--- config.mk ---
export PLATFORM = sky130hd
export DESIGN_NAME = strc_alu
export DESIGN_NICKNAME = d
export VERILOG_FILES = /design/src/hdl/strc_pkg.sv /design/src/hdl/strc_alu.sv
export SDC_FILE = /design/constraint.sdc
export NUM_CORES = 2
export LEC_CHECK = 0
export BUFFER_PORTS_ARGS = -buffer_cell sky130_fd_sc_hd__buf_4
export CORE_UTILIZATION = 56
export DETAILED_ROUTE_END_ITERATION = 10
export PLACE_DENSITY_LB_ADDON = 0.1
export SYNTH_ARGS = -nofsm -noshare
export SYNTH_HDL_FRONTEND = slang
export SYNTH_SLANG_ARGS = --single-unit
--- constraint.sdc ---
create_clock -name clk -period 18.7 [get_ports clk]
set_input_delay 0.935 -clock clk [delete_from_list [all_inputs] [get_ports clk]]
set_output_delay 0.935 -clock clk [all_outputs]
set_load 0.02 [all_outputs]
--- src/hdl/strc_pkg.sv ---
// ----------------------------------------------------------------------------
// strc_pkg
// Shared types and constants for the segment/triangle raycaster.
// ----------------------------------------------------------------------------
package strc_pkg;

  localparam int CB     = 24;
  localparam int DW     = CB + 1;
  localparam int PW     = 2 * DW;
  localparam int BW     = 96;
  localparam int D2W    = 160;
  localparam int AW     = 256;
  localparam int NBW    = 7;
  localparam int NBIG   = 78;
  localparam int LW     = 52;
  localparam int EW     = 32;
  localparam int QB     = 26;
  localparam int DET_SH = 32;
  localparam int TN_SH  = 48;
  localparam int CFG_W  = 13;

  localparam logic signed [BW-1:0] EPS_SQ = BW'(1844674407);

  localparam logic OP_LOAD = 1'b0;
  localparam logic OP_CAST = 1'b1;

  typedef enum logic {
    ALU_MUL,
    ALU_DIV
  } alu_op_t;

  typedef struct packed {
    logic                 go;
    alu_op_t              op;
    logic                 clr;
    logic                 neg;
    logic [NBW-1:0]       nb;
    logic signed [AW-1:0] a;
    logic signed [BW-1:0] b;
  } alu_cmd_t;

  typedef struct packed {
    logic                 busy;
    logic signed [AW-1:0] acc;
    logic [QB-1:0]        quo;
  } alu_stat_t;

  typedef struct packed {
    logic signed [CB-1:0] x;
    logic signed [CB-1:0] y;
    logic signed [CB-1:0] z;
  } vec_t;

  typedef struct packed {
    vec_t a;
    vec_t b;
    vec_t c;
  } tri_t;

  typedef struct packed {
    logic                 operation;
    logic [11:0]          triangle_index;
    logic signed [CB-1:0] p_x;
    logic signed [CB-1:0] p_y;
    logic signed [CB-1:0] p_z;
    logic signed [CB-1:0] q_x;
    logic signed [CB-1:0] q_y;
    logic signed [CB-1:0] q_z;
    logic signed [CB-1:0] r_x;
    logic signed [CB-1:0] r_y;
    logic signed [CB-1:0] r_z;
  } in_t;

  typedef struct packed {
    logic                 hit;
    logic signed [CB-1:0] point_x;
    logic signed [CB-1:0] point_y;
    logic signed [CB-1:0] point_z;
  } out_t;

endpackage

--- src/hdl/strc_alu.sv ---
// ----------------------------------------------------------------------------
// strc_alu
// Shared shift-add multiply-accumulate and restoring divide, one bit a cycle.
// ----------------------------------------------------------------------------
module strc_alu (
  input  logic                 clk,
  input  logic                 rst,
  input  strc_pkg::alu_cmd_t   cmd,
  output strc_pkg::alu_stat_t  stat
);
  import strc_pkg::*;

  logic signed [AW-1:0] acc;
  logic signed [AW-1:0] ma;
  logic signed [BW-1:0] mb;
  logic [NBW-1:0]       cnt;
  logic [QB-1:0]        quo;
  alu_op_t              op;
  logic                 neg;

  logic                 last;
  logic                 sub;
  logic signed [AW-1:0] opnd;
  logic signed [AW-1:0] sum;

  always_comb begin
    last = (cnt == NBW'(1));
    if (op == ALU_DIV) begin
      opnd = ma;
      sub  = 1'b1;
    end else begin
      opnd = mb[0] ? ma : '0;
      sub  = neg ^ last;
    end
    sum = acc + (sub ? ~opnd : opnd) + AW'(sub);
  end

  always_ff @(posedge clk) begin
    if (rst) begin
      cnt <= '0;
    end else if (cmd.go) begin
      op  <= cmd.op;
      neg <= cmd.neg;
      cnt <= cmd.nb;
      mb  <= cmd.b;
      quo <= '0;
      if (cmd.op == ALU_DIV) begin
        ma <= AW'(cmd.b) <<< (QB - 1);
      end else begin
        ma <= cmd.a;
      end
      if (cmd.clr) begin
        acc <= '0;
      end
    end else if (cnt != '0) begin
      cnt <= cnt - NBW'(1);
      if (op == ALU_DIV) begin
        if (!sum[AW-1]) begin
          acc <= sum;
        end
        quo <= {quo[QB-2:0], ~sum[AW-1]};
        ma  <= ma >>> 1;
      end else begin
        acc <= sum;
        ma  <= ma <<< 1;
        mb  <= mb >>> 1;
      end
    end
  end

  assign stat.busy = (cnt != '0);
  assign stat.acc  = acc;
  assign stat.quo  = quo;

endmodule

==> reports/metrics.csv <==
stage,metric,value,unit
status,status,completed,
setup_path,CP required,18.99,ns
setup_path,"Slowest-stage cell, CP",buf_4,
layout,Fillers,7564,
layout,Finished Layout Cells,7834,
sta,fin crit period,8.81,ns
clocking,Root Buffer,clkbuf_16,
sta,maximum clock rate,113,MHz
grt,initial antenna violation count,7,
grt,largest net degree at the start of global routing,218,
setup_path,Setup CP Type,reg -> reg,
synth,syn nets,6808,
grt,Total GRT Usage,0.409,
power_and_ir_drop,P_sw,4.18,mW
sta,Setup Skew,0.0343,ns
setup_path,critical path endpoint category,flip-flop,
floorplanning,I/O pins,648,
grt,"Remaining Overflow, GRT",0,
setup_path,CP top delay family,simple AND/OR/NAND/NOR gates,
floorplanning,initial core utilization,0.567,
synth,most frequent cells after synthesis,"nand2_1 (672), edfxtp_1 (636), a21oi_1 (630)",
power_and_ir_drop,P_leak,23.5,nW
clocking,CTS tree,built,
routing,drt total wl,204000,µm
routing,drt via density,6.55,
synth,Async SR Flop Fraction,0,
setup_path,critical path peak fanout,126,
setup_path,Crit path buffers/inverters,4,
clocking,Post-CTS Hold Buffers,0,
floorplanning,CORE AREA,0.0937,mm²
synth,Synth area leader,edfxtp_1,
run,max-cap violations,0,
layout,"Core Util, Final",0.650,
placement,GPL Wtd Cong,1.03,
synth,"flops & latches, synth",643,
routing,DR WL/cell,26.0,µm
sta,RSZ-0062 raised after global routing,no,
synth,Syn Inst Count,6185,
layout,share of cells above drive strength 1,0.147,
sta,Slew headroom,0.0860,
sta,fin crit share,0.471,
sta,setup TNS,0,ns
routing,DRT Pass-1 Iters,9,
power_and_ir_drop,combinational power share,0.566,
floorplanning,die extent in x,310,µm
floorplanning,Die ar.,0.0962,mm²
synth,Post-synth EDFFs,636,
setup_path,CP max stage delay,0.77,ns
setup_path,Startpoint Class,flip-flop,
synth,cell area after synthesis,0.0532,mm²
sta,Pins Over Slew Limit,0,
power_and_ir_drop,Power Density,143,mW/mm²
synth,prevailing post-synth register cell,edfxtp_1,
clocking,Clock Tree Buf Depth,3,
grt,vias in the first global route,48900,
placement,Detailed Place HPWL,158000,µm
routing,total number of vias,51300,
sta,Final Hold Fails,0,
floorplanning,die height,310,µm
placement,DP Cell Count,7697,
clocking,# Post-CTS Setup Buffers,0,
clocking,clk sinks,643,
clocking,cts repair resizes,0,
synth,most common cell in the netlist,nand2_1,
synth,register area share after synthesis,0.362,
setup_path,data arrival time of the critical path,9.10,ns
placement,port bufs,647,
floorplanning,Rows,112,
synth,count of cell types in the netlist,100,
hold_path,Hold/Removal Path Class,in -> reg,
clocking,TritonCTS Buffers,76,
power_and_ir_drop,register share of total power,0.253,
power_and_ir_drop,Sw Ratio,0.480,
synth,yosys warns,0,
layout,nets@finish,7144,
setup_path,"critical path, cell by cell",inv_1 > ha_1 > and4b_2 > xnor2_1 > nor2b_4 > buf_12 > xor2_1 > ha_1 > nand2_1 > nor4_2 > nand3_1 > or3_1 > nor4_1 > o21a_1 > o21ai_2 > or4_1 > and3_4 > a221oi_4 > buf_4 > buf_4,
clocking,later-pin clock latency in the skew report,0.69,ns
sta,Finish-stage setup viols,0,
layout,"Area growth, synth to finish",14.6,%
synth,area share of the leading cell type in the synthesized netlist,0.359,
grt,global-route wire length before repair,299000,µm
routing,post-route ant nets,0,
power_and_ir_drop,Int Pwr,4.54,mW
power_and_ir_drop,clock share of power,0.182,
synth,"Avg Cell Area, Syn",8.60,µm²
clocking,"CTS clk-pin slew, worst paths",0.06,ns
power_and_ir_drop,peak supply drop,0.0961,mV
synth,"top cells by area, synth","edfxtp_1 (36%), ha_1 (6.0%), a21oi_1 (5.9%)",
sta,Hold WS,0.495,ns
clocking,H-tree depth,3,
routing,DRC errors left,0,
sta,Worst-Margin Slew,1.36,ns
routing,1st-iter DRT viols,6280,
-- final cells by class --
type | count | area [µm²] | share of cell area
antenna | 2 | 5.00 | 0.0000821
clock buffer | 95 | 2020 | 0.0332
clock inverter | 40 | 537 | 0.00881
inverter | 105 | 402 | 0.00659
multi-input combinational | 5007 | 31900 | 0.524
sequential | 643 | 19200 | 0.316
tap | 1254 | 1570 | 0.0257
timing repair buffer | 688 | 5240 | 0.0860
-- cell families after synthesis --
logic type	after synthesis	share of synthesized area
XOR/XNOR	462	0.0761
adder cells (fa/ha/maj)	258	0.0608
AO/OA/AOI/OAI	1815	0.210
buffers and inverters	535	0.0388
AND/OR/NAND/NOR	2229	0.204
multiplexers	243	0.0486
flip-flops	643	0.362
-- metrics by stage --
| step | instance area, µm² | power [mW] | setup slack [ns] |
|---|---|---|---|
| after floorplan | 53200 | 5.38 | 2.02 |
| after global placement | 58400 | 6.94 | 10.38 |
| after detailed placement | 58400 | 6.97 | 10.05 |
| after CTS | 60900 | 8.57 | 10.02 |
| after global routing | 60900 | 9.12 | 9.56 |
| final | 60900 | 8.72 | 9.89 |
-- power by group through the flow --
stage	Clock, mW	Sequential (mW)	Combinational [mW]
3_5_place_dp	0	2.22	4.75
5_1_grt	1.63	2.22	5.27
4_1_cts	1.59	2.19	4.79
6_report	1.58	2.20	4.93
2_1_floorplan	0	2.35	3.03
3_3_place_gp	0	2.22	4.72
-- cell usage in the layout (no fill, tap or decap), drive strengths merged, types with 121 or more instances in the layout --
cell | netlist | layout
a211oi | 253 | 253
a21oi | 631 | 631
a31oi | 170 | 170
buf | 85 | 687
edfxtp | 636 | 636
ha | 257 | 257
mux2 | 121 | 121
mux2i | 122 | 122
nand2 | 673 | 673
nand2b | 151 | 151
nand4 | 191 | 191
nor2 | 575 | 575
nor2b | 296 | 296
o21ai | 367 | 367
xor2 | 347 | 347
-- per-layer routing --
| metal | vias to the layer above | track usage | share of wire |
|---|---|---|---|
| met5 | - | 0 | 0.00044 |
| met3 | 473 | 0.0878 | 0.093 |
| met1 | 24700 | 0.520 | 0.39 |
| met4 | 12 | 0.182 | 0.047 |
| met2 | 2759 | 0.667 | 0.47 |
| li1 | 23400 | - | - |
-- path summary, 6_finish.rpt --
path	to	cells past startpoint	start	slack, ns
worst min register to register	mb[72]	1	mb[73]	0.55
worst max-delay path	acc[90]	20	cnt[1]	9.89
worst min-delay path	cnt[5]	2	rst	0.50
worst max register to register	acc[90]	20	cnt[1]	9.89
-- flip-flops by register name (all words and copies together), names as in the netlist --
signal  flops
ma        256
acc       256
cnt         7
neg         1
quo        26
op          1
mb         96
Note: power is estimated with default switching activity, not from simulation.
