===== src/hdl/strc_pkg.sv =====
// ----------------------------------------------------------------------------
// strc_pkg
// Shared types and constants for the segment/triangle raycaster.
// ----------------------------------------------------------------------------
package strc_pkg;

  localparam int CB     = 24;
  localparam int DW     = CB + 1;
  localparam int PW     = 2 * DW;
  localparam int BW     = 96;
  localparam int D2W    = 160;
  localparam int AW     = 256;
  localparam int NBW    = 7;
  localparam int NBIG   = 78;
  localparam int LW     = 52;
  localparam int EW     = 32;
  localparam int QB     = 26;
  localparam int DET_SH = 32;
  localparam int TN_SH  = 48;
  localparam int CFG_W  = 13;

  localparam logic signed [BW-1:0] EPS_SQ = BW'(1844674407);

  localparam logic OP_LOAD = 1'b0;
  localparam logic OP_CAST = 1'b1;

  typedef enum logic {
    ALU_MUL,
    ALU_DIV
  } alu_op_t;

  typedef struct packed {
    logic                 go;
    alu_op_t              op;
    logic                 clr;
    logic                 neg;
    logic [NBW-1:0]       nb;
    logic signed [AW-1:0] a;
    logic signed [BW-1:0] b;
  } alu_cmd_t;

  typedef struct packed {
    logic                 busy;
    logic signed [AW-1:0] acc;
    logic [QB-1:0]        quo;
  } alu_stat_t;

  typedef struct packed {
    logic signed [CB-1:0] x;
    logic signed [CB-1:0] y;
    logic signed [CB-1:0] z;
  } vec_t;

  typedef struct packed {
    vec_t a;
    vec_t b;
    vec_t c;
  } tri_t;

  typedef struct packed {
    logic                 operation;
    logic [11:0]          triangle_index;
    logic signed [CB-1:0] p_x;
    logic signed [CB-1:0] p_y;
    logic signed [CB-1:0] p_z;
    logic signed [CB-1:0] q_x;
    logic signed [CB-1:0] q_y;
    logic signed [CB-1:0] q_z;
    logic signed [CB-1:0] r_x;
    logic signed [CB-1:0] r_y;
    logic signed [CB-1:0] r_z;
  } in_t;

  typedef struct packed {
    logic                 hit;
    logic signed [CB-1:0] point_x;
    logic signed [CB-1:0] point_y;
    logic signed [CB-1:0] point_z;
  } out_t;

endpackage


===== src/hdl/strc_ctrl.sv =====
// ----------------------------------------------------------------------------
// strc_ctrl
// Sequencer: steps the shared unit through the per-ray and per-triangle work.
// ----------------------------------------------------------------------------
module strc_ctrl #(
  parameter int CW = 13,
  parameter int IW = 12
) (
  input  logic                 clk,
  input  logic                 rst,
  input  logic                 in_valid,
  output logic                 in_stall,
  input  strc_pkg::in_t        in_data,
  input  logic [CW-1:0]        n_tri,
  output logic                 out_valid,
  input  logic                 out_stall,
  output strc_pkg::out_t       out_data,
  output logic [IW-1:0]        raddr,
  input  strc_pkg::tri_t       rdata,
  output strc_pkg::alu_cmd_t   cmd,
  input  strc_pkg::alu_stat_t  stat
);
  import strc_pkg::*;

  typedef enum logic [2:0] {
    S_IDLE, S_GO, S_WAIT, S_RD, S_LD, S_FLIP, S_CHK, S_FIN
  } state_t;

  typedef enum logic [5:0] {
    U_L2A, U_L2B, U_L2C, U_EPL,
    U_PV0A, U_PV0B, U_PV1A, U_PV1B, U_PV2A, U_PV2B,
    U_DET0, U_DET1, U_DET2, U_DSQ,
    U_QV0A, U_QV0B, U_QV1A, U_QV1B, U_QV2A, U_QV2B,
    U_UN0, U_UN1, U_UN2, U_VN0, U_VN1, U_VN2, U_TN0, U_TN1, U_TN2,
    U_TSQ, U_TL, U_ED, U_CMPA, U_CMPB,
    U_FA, U_FB, U_FDIV
  } step_t;

  state_t state;
  step_t  step;

  logic signed [CB-1:0]  s [3];
  logic signed [DW-1:0]  d [3];
  logic signed [DW-1:0]  e1 [3];
  logic signed [DW-1:0]  e2 [3];
  logic signed [DW-1:0]  t [3];
  logic signed [PW-1:0]  pv [3];
  logic signed [PW-1:0]  qv [3];
  logic [CB-1:0]         pt [3];
  logic signed [BW-1:0]  l2, epsl2, det, un, vn, tn, best_n, best_d;
  logic signed [D2W-1:0] det2;
  logic signed [AW-1:0]  tmp;
  logic [CW-1:0]         i;
  logic [1:0]            k;
  logic                  found;

  logic [CW-1:0]         i_inc;
  logic                  upd;
  logic                  fnd;
  state_t                tri_state;
  logic signed [DW-1:0]  absd;
  logic [CB-1:0]         pq;
  logic [CB-1:0]         pt_new;
  logic signed [BW-1:0]  uv;
  logic                  reject;

  assign in_stall = (state != S_IDLE);
  assign raddr    = i[IW-1:0];

  always_comb begin
    i_inc     = i + CW'(1);
    upd       = (step == U_CMPB) && stat.acc[AW-1];
    fnd       = found | upd;
    tri_state = (i_inc == n_tri) ? (fnd ? S_GO : S_FIN) : S_RD;
    absd      = d[k][DW-1] ? -d[k] : d[k];
    pq        = CB'(stat.quo);
    pt_new    = d[k][DW-1] ? (CB'(s[k]) - pq) : (CB'(s[k]) + pq);
    uv        = un + vn;
    reject    = un[BW-1] || (un > det) || vn[BW-1] || (uv > det) || tn[BW-1] ||
                (tn == '0);
  end

  always_comb begin
    cmd     = '0;
    cmd.go  = (state == S_GO);
    cmd.op  = ALU_MUL;
    cmd.nb  = NBW'(DW);
    unique case (step)
      U_L2A:  begin cmd.clr = 1'b1; cmd.a = AW'(d[0]); cmd.b = BW'(d[0]); end
      U_L2B:  begin cmd.a = AW'(d[1]); cmd.b = BW'(d[1]); end
      U_L2C:  begin cmd.a = AW'(d[2]); cmd.b = BW'(d[2]); end
      U_EPL:  begin cmd.clr = 1'b1; cmd.a = AW'(l2); cmd.b = EPS_SQ; cmd.nb = NBW'(EW); end
      U_PV0A: begin cmd.clr = 1'b1; cmd.a = AW'(d[1]); cmd.b = BW'(e2[2]); end
      U_PV0B: begin cmd.neg = 1'b1; cmd.a = AW'(d[2]); cmd.b = BW'(e2[1]); end
      U_PV1A: begin cmd.clr = 1'b1; cmd.a = AW'(d[2]); cmd.b = BW'(e2[0]); end
      U_PV1B: begin cmd.neg = 1'b1; cmd.a = AW'(d[0]); cmd.b = BW'(e2[2]); end
      U_PV2A: begin cmd.clr = 1'b1; cmd.a = AW'(d[0]); cmd.b = BW'(e2[1]); end
      U_PV2B: begin cmd.neg = 1'b1; cmd.a = AW'(d[1]); cmd.b = BW'(e2[0]); end
      U_DET0: begin cmd.clr = 1'b1; cmd.a = AW'(pv[0]); cmd.b = BW'(e1[0]); end
      U_DET1: begin cmd.a = AW'(pv[1]); cmd.b = BW'(e1[1]); end
      U_DET2: begin cmd.a = AW'(pv[2]); cmd.b = BW'(e1[2]); end
      U_DSQ:  begin cmd.clr = 1'b1; cmd.a = AW'(det); cmd.b = det; cmd.nb = NBW'(NBIG); end
      U_QV0A: begin cmd.clr = 1'b1; cmd.a = AW'(t[1]); cmd.b = BW'(e1[2]); end
      U_QV0B: begin cmd.neg = 1'b1; cmd.a = AW'(t[2]); cmd.b = BW'(e1[1]); end
      U_QV1A: begin cmd.clr = 1'b1; cmd.a = AW'(t[2]); cmd.b = BW'(e1[0]); end
      U_QV1B: begin cmd.neg = 1'b1; cmd.a = AW'(t[0]); cmd.b = BW'(e1[2]); end
      U_QV2A: begin cmd.clr = 1'b1; cmd.a = AW'(t[0]); cmd.b = BW'(e1[1]); end
      U_QV2B: begin cmd.neg = 1'b1; cmd.a = AW'(t[1]); cmd.b = BW'(e1[0]); end
      U_UN0:  begin cmd.clr = 1'b1; cmd.a = AW'(pv[0]); cmd.b = BW'(t[0]); end
      U_UN1:  begin cmd.a = AW'(pv[1]); cmd.b = BW'(t[1]); end
      U_UN2:  begin cmd.a = AW'(pv[2]); cmd.b = BW'(t[2]); end
      U_VN0:  begin cmd.clr = 1'b1; cmd.a = AW'(qv[0]); cmd.b = BW'(d[0]); end
      U_VN1:  begin cmd.a = AW'(qv[1]); cmd.b = BW'(d[1]); end
      U_VN2:  begin cmd.a = AW'(qv[2]); cmd.b = BW'(d[2]); end
      U_TN0:  begin cmd.clr = 1'b1; cmd.a = AW'(qv[0]); cmd.b = BW'(e2[0]); end
      U_TN1:  begin cmd.a = AW'(qv[1]); cmd.b = BW'(e2[1]); end
      U_TN2:  begin cmd.a = AW'(qv[2]); cmd.b = BW'(e2[2]); end
      U_TSQ:  begin cmd.clr = 1'b1; cmd.a = AW'(tn); cmd.b = tn; cmd.nb = NBW'(NBIG); end
      U_TL:   begin cmd.clr = 1'b1; cmd.a = tmp; cmd.b = l2; cmd.nb = NBW'(LW); end
      U_ED:   begin cmd.clr = 1'b1; cmd.a = AW'(det2); cmd.b = EPS_SQ; cmd.nb = NBW'(EW); end
      U_CMPA: begin
        cmd.clr = 1'b1; cmd.a = AW'(tn); cmd.b = best_d; cmd.nb = NBW'(NBIG);
      end
      U_CMPB: begin
        cmd.neg = 1'b1; cmd.a = AW'(best_n); cmd.b = det; cmd.nb = NBW'(NBIG);
      end
      U_FA:   begin cmd.clr = 1'b1; cmd.a = AW'(best_n) <<< 1; cmd.b = BW'(absd); end
      U_FB:   begin cmd.a = AW'(best_d); cmd.b = BW'(1); cmd.nb = NBW'(2); end
      U_FDIV: begin cmd.op = ALU_DIV; cmd.b = best_d <<< 1; cmd.nb = NBW'(QB); end
      default: cmd.nb = NBW'(DW);
    endcase
  end

  always_ff @(posedge clk) begin
    if (rst) begin
      state     <= S_IDLE;
      step      <= U_L2A;
      out_valid <= 1'b0;
      found     <= 1'b0;
      i         <= '0;
      k         <= '0;
    end else begin
      if (out_valid && !out_stall) begin
        out_valid <= 1'b0;
      end
      unique case (state)
        S_IDLE: begin
          if (in_valid && in_data.operation == OP_CAST) begin
            s[0]  <= in_data.p_x;
            s[1]  <= in_data.p_y;
            s[2]  <= in_data.p_z;
            d[0]  <= DW'(in_data.q_x) - DW'(in_data.p_x);
            d[1]  <= DW'(in_data.q_y) - DW'(in_data.p_y);
            d[2]  <= DW'(in_data.q_z) - DW'(in_data.p_z);
            pt[0] <= in_data.q_x;
            pt[1] <= in_data.q_y;
            pt[2] <= in_data.q_z;
            found <= 1'b0;
            step  <= U_L2A;
            state <= S_GO;
          end
        end
        S_GO: state <= S_WAIT;
        S_WAIT: begin
          if (!stat.busy) begin
            state <= S_GO;
            step  <= step_t'(step + 6'd1);
            unique case (step)
              U_L2C: begin
                l2 <= stat.acc[BW-1:0];
                if (n_tri == '0 || stat.acc == '0) begin
                  state <= S_FIN;
                end
              end
              U_EPL: begin
                epsl2  <= stat.acc[BW-1:0];
                best_n <= BW'(1);
                best_d <= BW'(1);
                i      <= '0;
                state  <= S_RD;
              end
              U_PV0B: pv[0] <= stat.acc[PW-1:0];
              U_PV1B: pv[1] <= stat.acc[PW-1:0];
              U_PV2B: pv[2] <= stat.acc[PW-1:0];
              U_DET2: det <= stat.acc[BW-1:0];
              U_DSQ: begin
                det2 <= stat.acc[D2W-1:0];
                if ((stat.acc <<< DET_SH) < AW'(epsl2)) begin
                  i     <= i_inc;
                  k     <= '0;
                  step  <= U_FA;
                  state <= tri_state;
                end
              end
              U_QV0B: qv[0] <= stat.acc[PW-1:0];
              U_QV1B: qv[1] <= stat.acc[PW-1:0];
              U_QV2B: qv[2] <= stat.acc[PW-1:0];
              U_UN2: un <= stat.acc[BW-1:0];
              U_VN2: vn <= stat.acc[BW-1:0];
              U_TN2: begin
                tn    <= stat.acc[BW-1:0];
                state <= S_FLIP;
              end
              U_TSQ: tmp <= stat.acc;
              U_TL:  tmp <= stat.acc;
              U_ED: begin
                if ((tmp <<< TN_SH) <= stat.acc) begin
                  i     <= i_inc;
                  k     <= '0;
                  step  <= U_FA;
                  state <= tri_state;
                end
              end
              U_CMPB: begin
                if (upd) begin
                  best_n <= tn;
                  best_d <= det;
                  found  <= 1'b1;
                end
                i     <= i_inc;
                k     <= '0;
                step  <= U_FA;
                state <= tri_state;
              end
              U_FDIV: begin
                pt[k] <= pt_new;
                if (k == 2'd2) begin
                  state <= S_FIN;
                end else begin
                  k    <= k + 2'd1;
                  step <= U_FA;
                end
              end
              default: ;
            endcase
          end
        end
        S_RD: state <= S_LD;
        S_LD: begin
          e1[0] <= DW'(rdata.b.x) - DW'(rdata.a.x);
          e1[1] <= DW'(rdata.b.y) - DW'(rdata.a.y);
          e1[2] <= DW'(rdata.b.z) - DW'(rdata.a.z);
          e2[0] <= DW'(rdata.c.x) - DW'(rdata.a.x);
          e2[1] <= DW'(rdata.c.y) - DW'(rdata.a.y);
          e2[2] <= DW'(rdata.c.z) - DW'(rdata.a.z);
          t[0]  <= DW'(s[0]) - DW'(rdata.a.x);
          t[1]  <= DW'(s[1]) - DW'(rdata.a.y);
          t[2]  <= DW'(s[2]) - DW'(rdata.a.z);
          step  <= U_PV0A;
          state <= S_GO;
        end
        S_FLIP: begin
          if (det[BW-1]) begin
            det <= -det;
            un  <= -un;
            vn  <= -vn;
            tn  <= -tn;
          end
          state <= S_CHK;
        end
        S_CHK: begin
          if (reject) begin
            i     <= i_inc;
            k     <= '0;
            step  <= U_FA;
            state <= tri_state;
          end else begin
            step  <= U_TSQ;
            state <= S_GO;
          end
        end
        S_FIN: begin
          if (!out_valid || !out_stall) begin
            out_valid        <= 1'b1;
            out_data.hit     <= found;
            out_data.point_x <= pt[0];
            out_data.point_y <= pt[1];
            out_data.point_z <= pt[2];
            state            <= S_IDLE;
          end
        end
        default: state <= S_IDLE;
      endcase
    end
  end

endmodule


===== config.mk =====
export PLATFORM = sky130hd
export DESIGN_NAME = strc_ctrl
export DESIGN_NICKNAME = d
export VERILOG_FILES = /design/src/hdl/strc_pkg.sv /design/src/hdl/strc_ctrl.sv
export SDC_FILE = /design/constraint.sdc
export NUM_CORES = 2
export LEC_CHECK = 0
export BUFFER_PORTS_ARGS = -buffer_cell sky130_fd_sc_hd__buf_2
export CAP_MARGIN = 20
export CORE_UTILIZATION = 43
export DETAILED_ROUTE_END_ITERATION = 7
export SLEW_MARGIN = 5
export SYNTH_ARGS = -nofsm -noshare
export SYNTH_HDL_FRONTEND = slang
export SYNTH_SLANG_ARGS = --single-unit

===== constraint.sdc =====
create_clock -name clk -period 25.2 [get_ports clk]
set_input_delay 2.52 -clock clk [delete_from_list [all_inputs] [get_ports clk]]
set_output_delay 2.52 -clock clk [all_outputs]
set_load 0.005 [all_outputs]

==> results.yml <==
cells_and_area:
  num-fill-cells: 25699
  drive_gt1_share_pct: 14.92
  finish.utilization_pct: 49.70
  nets: 14081
  area_delta_synth_final_pct: 14.97
detailed_routing:
  first_pass_iters: 8
  met2_length_um: 242000
  wirelength_um: 549500
  wl_met1_um: 205400
  wl_met3_um: 60510
  vias: 106558
  drc: 0
  antenna_left: 0
  wl_per_cell_um: 33.73
  highest_layer: "met5"
  dr.first_iter.drc_count: 14985
  vias_per_cell: 6.541
clock_tree:
  clock_sinks: 2029
  clk_pin_slew_ps: 70
  cts_htree_levels: 4
  root_buffer: "clkbuf_16"
  clockBufferDepth: 4
  cts_setup_buffers: 0
  ctsResizeCount: 0
  ctsHoldBuffers: 0
  cts_made_buffers: 231
  worstSkewPairLatency_ps: 960
  cts_tree: "yes"
synth:
  yosys-top-cells-area: "edfxtp_1, ha_1, a21o_1, xnor2_1, o21ai_0"
  ys_ff_latch: 2029
  synth_area_per_cell_um2: 10.90
  netlist_area_mm2: 0.1220
  syn_inst: 11195
  synth_seq_area_share_pct: 49.70
  synthesis.nets: 12998
  synth.distinct_cells: 85
  yosys.area.top_type_share_pct: 49.24
  synth_area_leader_cell: "edfxtp_1"
  synth_edf_count: 2001
  synth_warnings: 0
  async_flop_share_pct: 0
  synthFlopType: "edfxtp_1"
timing:
  rsz0062_at_grt: "false"
  slew_headroom_pct: 19.72
  fin_crit_sh_pct: 37.85
  skew_ps: 83.42
  finalSetupTns_ps: 0
  worst-slew-pin-transition_ps: 1204
  drv_slew: 0
  hold_viol: 0
  setup_violations: 0
  layout_min_cycle_time_ps: 9537
  fmaxAchievable_mhz: 104.9
worst_setup_path:
  crit_family: "compound AO/OA/AOI/OAI gates"
  end_kind: "flop"
  slowest_delay_ps: 740
  required_ps: 25970
  crit_path_start_kind: "flop"
  cp.arrival_ps: 10310
  cp_max_fo: 17
  critPathBufInv: 1
  critPathKind: "flop to flop"
  slowest_stage: "nor4_1"
placed_design:
  io_buffer_count: 1108
  dp_hpwl_um: 418400
  place_congestion: 1.017
global_route:
  antenna_found_initial: 146
  grt_max_degree: 140
  grt_pass1_wl_um: 763000
  grt_overflow_total: 0
  grt_pass1_vias: 101359
  grt_usage_pct: 37.24
die:
  core_mm2: 0.2823
  rows: 195
  start_util_pct: 43.23
  die_x_um: 534.7
  num_io_pins: 1195
  die_h_um: 534.7
  dieArea_mm2: 0.2859
power_and_ir_drop:
  ir_drop_mv: 0.06227
  leakagePower_nw: 55.99
  p_per_area_mw_per_mm2: 60.03
worst_hold_path:
  hold_class: "flop to flop"
flow_run:
  drv_cap: 0
status:
  status: "finished, final reports clean"
[cell usage after synthesis, types with 170 or more instances]
library cell,n
o21ai_0,667
nand2_1,710
edfxtp_1,2001
clkbuf_1,409
xnor2_1,391
nand3_1,259
nor3_1,222
nor4_1,175
a21o_1,466
a222oi_1,232
nor2_1,675
ha_1,1044
inv_1,733
a22oi_1,380
nand4_1,273
a21oi_1,516
and2_1,170
xor2_1,310
[placed cells by master, fill, tap and decap left out, types with 47 or more instances in the layout]
cell,Yosys,routed
nor2b_1,80,80
diode_2,0,85
nor4_1,175,172
edfxtp_1,2001,2001
o2111ai_1,47,47
a22o_1,52,52
a31oi_1,60,60
and2_1,170,164
nand2_1,710,706
xor2_1,310,310
a221oi_1,132,132
buf_2,3,1110
or4_1,63,63
o21ai_1,58,58
mux2i_1,55,55
a221o_1,69,69
inv_1,733,731
nor2_1,675,657
a22oi_1,380,380
clkbuf_16,0,232
o21ai_0,667,666
xnor2_1,391,391
or3_1,79,79
o21a_1,52,52
a21oi_1,516,507
a21o_1,466,465
a21boi_0,73,72
a222oi_1,232,232
and3_1,89,81
nand4_1,273,273
buf_4,12,194
ha_1,1044,1044
nand3_1,259,257
nand2b_1,77,77
nor3_1,222,217
or2_2,63,61
[layer usage]
layer,GRT usage (%),vias to the layer above
met5,0,-
met4,24.93,68
met3,8.870,1466
met2,57.24,7189
met1,46.66,52573
li1,-,45262
[power by group]
part	internal, mW	switching (mW)
sequential	3.74	0.0160
clock	2.02	1.50
combinational	0.385	0.758
[cell type report]
cell class / instances / area [um2] / area share (%)
sequential: 2029 / 60660 / 43.24
clock buffer: 267 / 5937 / 4.232
antenna: 85 / 212.7 / 0.1516
tap: 3743 / 4683 / 3.338
multi-input combinational: 7959 / 57120 / 40.72
timing repair buffer: 1311 / 7137 / 5.087
clock inverter: 151 / 1734 / 1.236
inverter: 746 / 2808 / 2.001
[stage by stage]
stage | total power, mW | worst slack (ps) | instance area [um2] | instances | hold WS, ps
after global routing | 8.608 | 15280 | 140200 | 16256 | 418.2
after detailed placement | 4.922 | 15910 | 132400 | 15785 | 405.1
after CTS | 8.399 | 15820 | 140000 | 16203 | 414.6
after floorplan | 4.340 | 5902 | 122000 | 11195 | 400.3
final | 8.422 | 15660 | 140300 | 16291 | 414.3
after global placement | 4.905 | 16020 | 132300 | 15782 | 404.8
[path summary, 6_finish.rpt]
path | slack, ps | end | cells past startpoint | from
min | 410 | out_data[61] | 0 | pt[0][13]
max | 15660 | i[2] | 31 | un[2]
min reg2reg | 410 | out_data[61] | 0 | pt[0][13]
max reg2reg | 15660 | i[2] | 31 | un[2]
[sequential cells by signal, indices dropped and copies added, names as in the netlist, 150 cells and up, named ones only]
signal and count:
tmp 256, det2 160, pv 150, qv 150
[cells by family after synthesis]
| family | after synthesis | share of synthesized area [%] |
|---|---|---|
| buf+inv | 1207 | 3.759 |
| mux | 94 | 0.8111 |
| fa+ha+maj | 1058 | 10.93 |
| flops | 2029 | 49.70 |
| compound gates | 3096 | 17.45 |
| simple gates | 3010 | 12.32 |
| xor+xnor | 701 | 5.031 |
Note: power is estimated with default switching activity, not from simulation.
